<file path="src/sv/wss_pkg.sv">
// ----------------------------------------------------------------------------
// Windowed sample statistics package
// Types and constants shared by the statistics block.
// ----------------------------------------------------------------------------
package wss_pkg;

    localparam int SAMPLE_W = 12;
    localparam int CFG_W    = 32;
    localparam int CFG_IW   = 2;
    localparam int AVG_W    = 16;

    localparam logic [CFG_IW-1:0] CFG_SAMPLE_COUNT = 2'd0;
    localparam logic [CFG_IW-1:0] CFG_INTERVAL     = 2'd1;
    localparam logic [CFG_IW-1:0] CFG_READ_MODE    = 2'd2;

    typedef enum logic [2:0] {
        ST_IDLE,
        ST_CAND_ADDR,
        ST_CAND_LAT,
        ST_SWEEP,
        ST_EVAL,
        ST_DIV,
        ST_OUT
    } wss_state_t;

endpackage

</file>
<file path="src/sv/wss_ram.sv">
// ----------------------------------------------------------------------------
// Generic RAM
// One write port, one read port, registered read data.
// ----------------------------------------------------------------------------
module wss_ram #(
    parameter int WIDTH = 12,
    parameter int DEPTH = 32
) (
    input  logic                                   clk,
    input  logic                                   we,
    input  logic [((DEPTH > 1) ? $clog2(DEPTH) : 1)-1:0] waddr,
    input  logic [WIDTH-1:0]                       wdata,
    input  logic [((DEPTH > 1) ? $clog2(DEPTH) : 1)-1:0] raddr,
    output logic [WIDTH-1:0]                       rdata
);

    logic [WIDTH-1:0] mem [DEPTH];

    always_ff @(posedge clk)
    begin
        if (we)
        begin
            mem[waddr] <= wdata;
        end
        rdata <= mem[raddr];
    end

endmodule

</file>
<file path="src/sv/windowed_sample_statistics.sv">
// ----------------------------------------------------------------------------
// Windowed sample statistics
// Sliding-window median, min, max and average over captured ADC samples.
// ----------------------------------------------------------------------------
// Usage:
//   Each input beat (in_valid/in_stall) is one poll: timestamp and two
//   readings. A poll captures when the elapsed time since the last capture
//   reaches sample_interval_ms. Exactly one output beat follows each poll.
//   Configuration is a plain write port (cfg_we, cfg_index, cfg_data), to be
//   written only while the block is idle.
//   A poll before the window is full shows its result beat in the cycle after
//   acceptance. Once full, the rank search steps through n candidates, each
//   through CAND_ADDR, CAND_LAT, a SWEEP over the window and EVAL (ends
//   early once both medians are found), followed by a bit-serial divide.
//   The search is serial because each sample RAM has a single read port.
//   One poll is in flight at a time: in_stall stays high from acceptance until
//   the result beat is taken. A stalled result holds its value.
//   Reset clears position, fill flag, last capture time and the registers to
//   their defaults; sample memories are not cleared.
// ----------------------------------------------------------------------------
module windowed_sample_statistics import wss_pkg::*; #(
    parameter int WINDOW_DEPTH = 32
) (
    input  logic                clk,
    input  logic                rst_n,
    input  logic                cfg_we,
    input  logic [CFG_IW-1:0]   cfg_index,
    input  logic [CFG_W-1:0]    cfg_data,
    input  logic                in_valid,
    output logic                in_stall,
    input  logic [31:0]         now_ms,
    input  logic [SAMPLE_W-1:0] adc_raw,
    input  logic [SAMPLE_W-1:0] adc_millivolts,
    output logic                out_valid,
    input  logic                out_stall,
    output logic                ready_res,
    output logic                captured,
    output logic [SAMPLE_W-1:0] median_value,
    output logic [SAMPLE_W-1:0] raw_median_value,
    output logic [AVG_W-1:0]    average_x16,
    output logic [SAMPLE_W-1:0] min_value,
    output logic [SAMPLE_W-1:0] max_value
);

    localparam int AW  = (WINDOW_DEPTH > 1) ? $clog2(WINDOW_DEPTH) : 1;
    localparam int NW  = $clog2(WINDOW_DEPTH + 1);
    localparam int CW  = (NW > 6) ? NW : 6;
    localparam int SW  = $clog2(WINDOW_DEPTH * 4095 + 1);
    localparam int DW  = SW + 4;
    localparam int DCW = $clog2(DW);

    wss_state_t state_reg, state_next;

    logic [5:0]          sample_count_reg;
    logic [31:0]         interval_reg;
    logic                read_mode_reg;
    logic [AW-1:0]       pos_reg;
    logic                full_reg;
    logic [31:0]         last_reg;

    logic [AW-1:0]       i_reg, j_reg;
    logic [SAMPLE_W-1:0] cand_s_reg, cand_r_reg;
    logic [NW-1:0]       lt_s_reg, le_s_reg, lt_r_reg, le_r_reg;
    logic                found_s_reg, found_r_reg;
    logic [SW-1:0]       sum_reg;
    logic [NW-1:0]       rem_reg;
    logic [DW-1:0]       quot_reg;
    logic [DCW-1:0]      dcnt_reg;

    logic                cap_reg;
    logic [SAMPLE_W-1:0] med_s_reg, med_r_reg, lo_reg, hi_reg;
    logic [AVG_W-1:0]    avg_reg;

    logic [NW-1:0]       n_len;
    logic [CW-1:0]       sc_ext;
    logic                in_acc;
    logic                cap;
    logic [NW:0]         pos_inc;
    logic                wrap;
    logic                full_now;
    logic [AW-1:0]       rd_addr;
    logic [SAMPLE_W-1:0] s_rdata, r_rdata, s_wdata;
    logic [NW-1:0]       k_rank;
    logic                hit_s, hit_r, done_s, done_r, last_cand;
    logic [NW:0]         rem_sh;
    logic                sub_ok;
    logic [DW-1:0]       quot_next;

    // Active window length, clamped to 1..WINDOW_DEPTH
    assign sc_ext = CW'(sample_count_reg);
    always_comb
    begin
        if (sc_ext == '0)
        begin
            n_len = NW'(1);
        end
        else if (sc_ext > CW'(WINDOW_DEPTH))
        begin
            n_len = NW'(WINDOW_DEPTH);
        end
        else
        begin
            n_len = NW'(sc_ext);
        end
    end

    assign in_acc   = in_valid && !in_stall;
    assign cap      = (now_ms - last_reg) >= interval_reg;
    assign pos_inc  = (NW + 1)'(pos_reg) + (NW + 1)'(1);
    assign wrap     = pos_inc >= {1'b0, n_len};
    assign full_now = full_reg || (cap && wrap);
    assign s_wdata  = read_mode_reg ? adc_millivolts : adc_raw;

    assign k_rank    = n_len >> 1;
    assign hit_s     = (lt_s_reg <= k_rank) && (k_rank < le_s_reg);
    assign hit_r     = (lt_r_reg <= k_rank) && (k_rank < le_r_reg);
    assign done_s    = found_s_reg || hit_s;
    assign done_r    = found_r_reg || hit_r;
    assign last_cand = (NW'(i_reg) == n_len - NW'(1));

    // Restoring divide step: one quotient bit per cycle
    assign rem_sh    = {rem_reg, quot_reg[DW-1]};
    assign sub_ok    = rem_sh >= {1'b0, n_len};
    assign quot_next = {quot_reg[DW-2:0], sub_ok};

    wss_ram #(.WIDTH(SAMPLE_W), .DEPTH(WINDOW_DEPTH)) sample_ram (
        .clk   (clk),
        .we    (in_acc && cap),
        .waddr (pos_reg),
        .wdata (s_wdata),
        .raddr (rd_addr),
        .rdata (s_rdata)
    );

    wss_ram #(.WIDTH(SAMPLE_W), .DEPTH(WINDOW_DEPTH)) raw_ram (
        .clk   (clk),
        .we    (in_acc && cap),
        .waddr (pos_reg),
        .wdata (adc_raw),
        .raddr (rd_addr),
        .rdata (r_rdata)
    );

    // Next state
    always_comb
    begin
        state_next = state_reg;
        case (state_reg)
            ST_IDLE:
            begin
                if (in_acc)
                begin
                    state_next = full_now ? ST_CAND_ADDR : ST_OUT;
                end
            end
            ST_CAND_ADDR: state_next = ST_CAND_LAT;
            ST_CAND_LAT:  state_next = ST_SWEEP;
            ST_SWEEP:
            begin
                if (NW'(j_reg) == n_len - NW'(1))
                begin
                    state_next = ST_EVAL;
                end
            end
            ST_EVAL:
            begin
                state_next = ((done_s && done_r) || last_cand) ? ST_DIV : ST_CAND_ADDR;
            end
            ST_DIV:
            begin
                if (dcnt_reg == '0)
                begin
                    state_next = ST_OUT;
                end
            end
            ST_OUT:
            begin
                if (!out_stall)
                begin
                    state_next = ST_IDLE;
                end
            end
            default: state_next = ST_IDLE;
        endcase
    end

    // Control outputs
    always_comb
    begin
        in_stall  = 1'b1;
        out_valid = 1'b0;
        rd_addr   = '0;
        case (state_reg)
            ST_IDLE:      in_stall = 1'b0;
            ST_CAND_ADDR: rd_addr = i_reg;
            ST_CAND_LAT:  rd_addr = '0;
            ST_SWEEP:     rd_addr = j_reg + AW'(1);
            ST_OUT:       out_valid = 1'b1;
            default:      rd_addr = '0;
        endcase
    end

    always_ff @(posedge clk or negedge rst_n)
    begin
        if (!rst_n)
        begin
            state_reg        <= ST_IDLE;
            sample_count_reg <= 6'd32;
            interval_reg     <= '0;
            read_mode_reg    <= 1'b0;
            pos_reg          <= '0;
            full_reg         <= 1'b0;
            last_reg         <= '0;
        end
        else
        begin
            state_reg <= state_next;
            if (cfg_we)
            begin
                case (cfg_index)
                    CFG_SAMPLE_COUNT: sample_count_reg <= cfg_data[5:0];
                    CFG_INTERVAL:     interval_reg     <= cfg_data;
                    CFG_READ_MODE:    read_mode_reg    <= cfg_data[0];
                    default:          read_mode_reg    <= read_mode_reg;
                endcase
            end
            if (in_acc && cap)
            begin
                last_reg <= now_ms;
                full_reg <= full_now;
                pos_reg  <= wrap ? '0 : AW'(pos_inc);
            end
        end
    end

    // Search, statistics and divide datapath
    always_ff @(posedge clk)
    begin
        case (state_reg)
            ST_IDLE:
            begin
                if (in_acc)
                begin
                    cap_reg     <= cap;
                    i_reg       <= '0;
                    found_s_reg <= 1'b0;
                    found_r_reg <= 1'b0;
                    med_s_reg   <= '0;
                    med_r_reg   <= '0;
                    avg_reg     <= '0;
                    lo_reg      <= '0;
                    hi_reg      <= '0;
                end
            end
            ST_CAND_LAT:
            begin
                cand_s_reg <= s_rdata;
                cand_r_reg <= r_rdata;
                lt_s_reg   <= '0;
                le_s_reg   <= '0;
                lt_r_reg   <= '0;
                le_r_reg   <= '0;
                j_reg      <= '0;
            end
            ST_SWEEP:
            begin
                lt_s_reg <= lt_s_reg + NW'(s_rdata <  cand_s_reg);
                le_s_reg <= le_s_reg + NW'(s_rdata <= cand_s_reg);
                lt_r_reg <= lt_r_reg + NW'(r_rdata <  cand_r_reg);
                le_r_reg <= le_r_reg + NW'(r_rdata <= cand_r_reg);
                // First candidate pass also gathers sum, min and max
                if (i_reg == '0)
                begin
                    if (j_reg == '0)
                    begin
                        sum_reg <= SW'(s_rdata);
                        lo_reg  <= s_rdata;
                        hi_reg  <= s_rdata;
                    end
                    else
                    begin
                        sum_reg <= sum_reg + SW'(s_rdata);
                        if (s_rdata < lo_reg)
                        begin
                            lo_reg <= s_rdata;
                        end
                        if (s_rdata > hi_reg)
                        begin
                            hi_reg <= s_rdata;
                        end
                    end
                end
                j_reg <= j_reg + AW'(1);
            end
            ST_EVAL:
            begin
                if (!found_s_reg && hit_s)
                begin
                    med_s_reg <= cand_s_reg;
                end
                if (!found_r_reg && hit_r)
                begin
                    med_r_reg <= cand_r_reg;
                end
                found_s_reg <= done_s;
                found_r_reg <= done_r;
                i_reg       <= i_reg + AW'(1);
                rem_reg     <= '0;
                quot_reg    <= {sum_reg, 4'b0000};
                dcnt_reg    <= DCW'(DW - 1);
            end
            ST_DIV:
            begin
                rem_reg  <= sub_ok ? NW'(rem_sh - {1'b0, n_len}) : NW'(rem_sh);
                quot_reg <= quot_next;
                dcnt_reg <= dcnt_reg - DCW'(1);
                if (dcnt_reg == '0)
                begin
                    avg_reg <= quot_next[AVG_W-1:0];
                end
            end
            default:
            begin
                cap_reg <= cap_reg;
            end
        endcase
    end

    assign ready_res        = full_reg;
    assign captured         = cap_reg;
    assign median_value     = med_s_reg;
    assign raw_median_value = med_r_reg;
    assign average_x16      = avg_reg;
    assign min_value        = lo_reg;
    assign max_value        = hi_reg;

endmodule

</file>
<file path="config.mk">
export PLATFORM = sky130hd
export DESIGN_NAME = windowed_sample_statistics
export DESIGN_NICKNAME = d
export VERILOG_FILES = /design/src/sv/wss_pkg.sv /design/src/sv/wss_ram.sv /design/src/sv/windowed_sample_statistics.sv
export SDC_FILE = /design/constraint.sdc
export NUM_CORES = 1
export LEC_CHECK = 0
export ABC_AREA = 1
export BUFFER_PORTS_ARGS = -buffer_cell sky130_fd_sc_hd__buf_2
export CORE_ASPECT_RATIO = 2
export CORE_UTILIZATION = 45
export DETAILED_ROUTE_END_ITERATION = 6
export GPL_TIMING_DRIVEN = 0
export HOLD_SLACK_MARGIN = 0.08
export PLACE_DENSITY_LB_ADDON = 0.2
export REMOVE_ABC_BUFFERS = 1
export SYNTH_ARGS = -nofsm -noshare
export SYNTH_HDL_FRONTEND = slang
export SYNTH_SLANG_ARGS = --single-unit
</file>
<file path="constraint.sdc">
create_clock -name clk -period 7.04 [get_ports clk]
set_input_delay 0.352 -clock clk [delete_from_list [all_inputs] [get_ports clk]]
set_output_delay 0.352 -clock clk [all_outputs]
set_load 0.03 [all_outputs]
</file>
==> results.py <==
metrics = {
    "status": {
        "status": "finished clean",
    },
    "critical_path": {
        "end_kind": "flip-flop",
        "reg2reg_from": "last_reg[2]$_DFFE_PN0P_",
        "arrival_ps": 6870,
        "r2r_cells": 23,
        "reg2reg_slack_ps": 550,
        "required_ps": 7420,
        "critPathLaunch": "last_reg[2]$_DFFE_PN0P_",
        "crit_fanout": 70,
        "cp-start-kind": "flip-flop",
        "timing.rr.end": "sample_ram.mem[26][5]$_DFFE_PP_",
        "crit_type": "reg2reg",
    },
    "routing": {
        "m1WireLength_mm": 45.6,
        "wl_met3_mm": 5.88,
        "top_layer": "met5",
        "wl_mm": 121,
        "final_antenna_net_count": 0,
        "vias_per_cell": 5.44,
        "first_pass_iters": 7,
        "dr_wl_met2_mm": 64.5,
        "vias": 31500,
        "drc": 0,
        "drt-wirelength-per-cell_um": 21.0,
        "drtIter0Drc": 2152,
    },
    "timing": {
        "relSlewSlack_pct": 5.61,
        "setup-violations-final": 0,
        "post-route-period-util_pct": 92.2,
        "fin_crit_ps": 6490,
        "fin_skew_ps": 19.3,
        "worst_pin_slew_ps": 1410,
        "rsz0062_at_grt": "false",
        "max_freq_ghz": 0.154,
        "final.setup.tns_ps": 0,
        "hold_violations": 0,
        "hold_ws_ps": 193,
        "layout_setup_ws_ps": 551,
        "drv_slew": 0,
    },
    "die": {
        "ios": 163,
        "initial_core_util_pct": 45.4,
        "die_w_um": 230,
        "fp.dieH_um": 459,
        "die-area_um2": 106000,
        "core_um2": 103000,
        "row_count": 167,
    },
    "cells_and_area": {
        "reg_top3": "raw_ram.mem: 384 flops, sample_ram.mem: 384 flops",
        "final_layout_size_suffix_gt1_share_pct": 10.9,
        "multi_input_area_um2": 13900,
        "finalNetCount": 4622,
        "syn2layout_area_growth_pct": 15.3,
        "regArea_um2": 30800,
        "fillers": 8786,
    },
    "synthesis": {
        "ys_seq_area_share_pct": 65.6,
        "synth_area_leader_cell": "edfxtp_1",
        "synth_warnings": 0,
        "synth_commonest_cells": "942 x edfxtp_1, 590 x nor2_1, 466 x nand2_1",
        "synthDistinctLibCells": 50,
        "synth_area_per_cell_um2": 11.3,
        "syn_inst": 4151,
        "synth_edf_count": 942,
        "synth_area_leaders": "edfxtp_1 60%, nor2_1 4.7%, ha_1 4.5%, o211ai_1 4.4%, dfrtp_1 4.2%",
        "synth_top_area_share_pct": 60.3,
        "syn_area_um2": 46900,
        "ys.flop_type": "edfxtp_1",
        "synth.most_common_cell": "edfxtp_1",
        "synthArstFlopShare_pct": 7.65,
        "ys_seq_elements": 1046,
    },
    "clock_tree": {
        "clockBufferDepth": 3,
        "cts_setup_buffers": 0,
        "cts_buffers": 92,
        "clock_latency_ps": 690,
        "cts_max_level": 3,
        "clkTransAtPathRegs_ps": 60,
        "cts_tree": "yes",
        "cts-root-buf": "clkbuf_16",
        "clock-sinks": 1046,
    },
    "placed_design": {
        "gp_congestion": 0.879,
        "port_buffers": 162,
        "dp_slack_ps": -75.4,
        "hpwl_mm": 77.4,
    },
    "run": {
        "maxCapViolCount": 0,
    },
    "pwr": {
        "power_leakage_uw": 0.0202,
        "power_density_nw_per_um2": 403,
        "max-vdd-ir-drop_mv": 0.431,
    },
    "global_routing": {
        "grt_max_degree": 171,
        "grt_pass1_wl_mm": 184,
        "grt_pass1_vias": 31300,
        "antenna_found_initial": 7,
        "grt_use_total_pct": 23.1,
        "grt_overflow": 0,
    },
    "hold_path": {
        "hp-class": "in2async",
    },
}
==> worst max-delay path by stage <==
stage	end	slack [ps]
final	sample_ram.mem[26][5]$_DFFE_PP_	550
after global routing	sample_ram.mem[26][5]$_DFFE_PP_	20
after CTS	sample_ram.mem[26][5]$_DFFE_PP_	450
after detailed placement	raw_ram.mem[26][11]$_DFFE_PP_	-80
after global placement	raw_ram.rdata[11]$_DFF_P_	-10310
after floorplan	raw_ram.rdata[5]$_DFF_P_	-2770
==> power by group <==
| group | internal [µW] | total [µW] | switching (µW) |
|---|---|---|---|
| Clock | 2810 | 5110 | 2290 |
| Sequential | 7600 | 7990 | 390 |
| Combinational | 2880 | 8730 | 5850 |
==> stage by stage <==
stage	power, µW	std cells	area, µm²	utilization [%]
6_report	21800	5784	54100	52.3
5_1_grt	23200	5784	54100	52.3
4_1_cts	22000	5782	54100	52.3
3_5_place_dp	16900	5539	50400	48.7
3_3_place_gp	16400	5470	48500	46.9
2_1_floorplan	13800	3956	46000	-
==> critical path: stages (launching register included) <==
cell	delay [ps]
dfrtp_1	320
inv_1	50
ha_1	330
nand3_1	90
nand2_1	110
a21oi_1	180
o21bai_1	410
a21boi_0	220
o21ai_0	530
nand3_1	250
nand3_1	130
nand2_1	60
ha_1	280
nand2_1	70
nor2_1	140
nand2_1	100
nor2_1	160
nand2_1	60
nand3_1	140
nand2_1	280
inv_4	540
nand2_1	690
nor2_4	740
buf_16	240
==> per-layer routing <==
layer / global-route usage [%] / vias up
li1: - / 15000
met1: 26.1 / 15300
met2: 42.7 / 880
met3: 2.87 / 250
met4: 10.4 / 8
met5: 0 / -
==> kinds of logic after synthesis <==
logic type | share of synthesized area (%)
xor gates and xnor gates | 0.803
DFF | 65.6
buffers and inverters | 5.44
AOI/OAI and AO/OA | 11.1
adders and majority gates | 4.66
and+or+nand+nor | 12.1
muxes | 0.288
==> layout by cell type, fill, tap and decap left out, types with 4 or more instances in the layout <==
master and instances:
xnor2_1 16, ha_1 170, nor2_4 35, clkinvlp_4 7
or2_2 42, inv_1 424, xor2_1 27, nor3_1 21
nand2_2 4, clkinv_1 22, clkbuf_1 17, nand2_1 465
o21a_1 10, dfxtp_1 24, mux2_2 12, clkbuf_16 95
buf_2 161, clkinv_2 17, a211oi_1 5, dfrtp_1 79
o21bai_1 9, a31oi_1 23, buf_12 33, nand3_1 225
bufinv_16 9, o211ai_1 274, a21boi_0 5, edfxtp_1 942
nand4_1 15, a21oi_1 146, nor2_1 557, nor4_1 4
dlygate4sd3_1 72, a21o_1 5, buf_16 29, o21ai_1 38
buf_4 6, o21ai_0 337
==> timing repair <==
item	4_1_cts	5_1_grt
setup endpoints to repair	2	0
hold buffers	72	0
endpoints found under the hold margin	154	0
gates resized for setup	1	0
==> cell type report <==
type                       instances  area share (%)
sequential                      1046            56.9
antenna                            1         0.00462
multi-input combinational       2478            25.8
clock inverter                    59            1.04
tap                             1352            3.13
inverter                         432            3.03
timing repair buffer             304            5.67
clock buffer                     112            4.51
(Power assumes the default switching activity.)
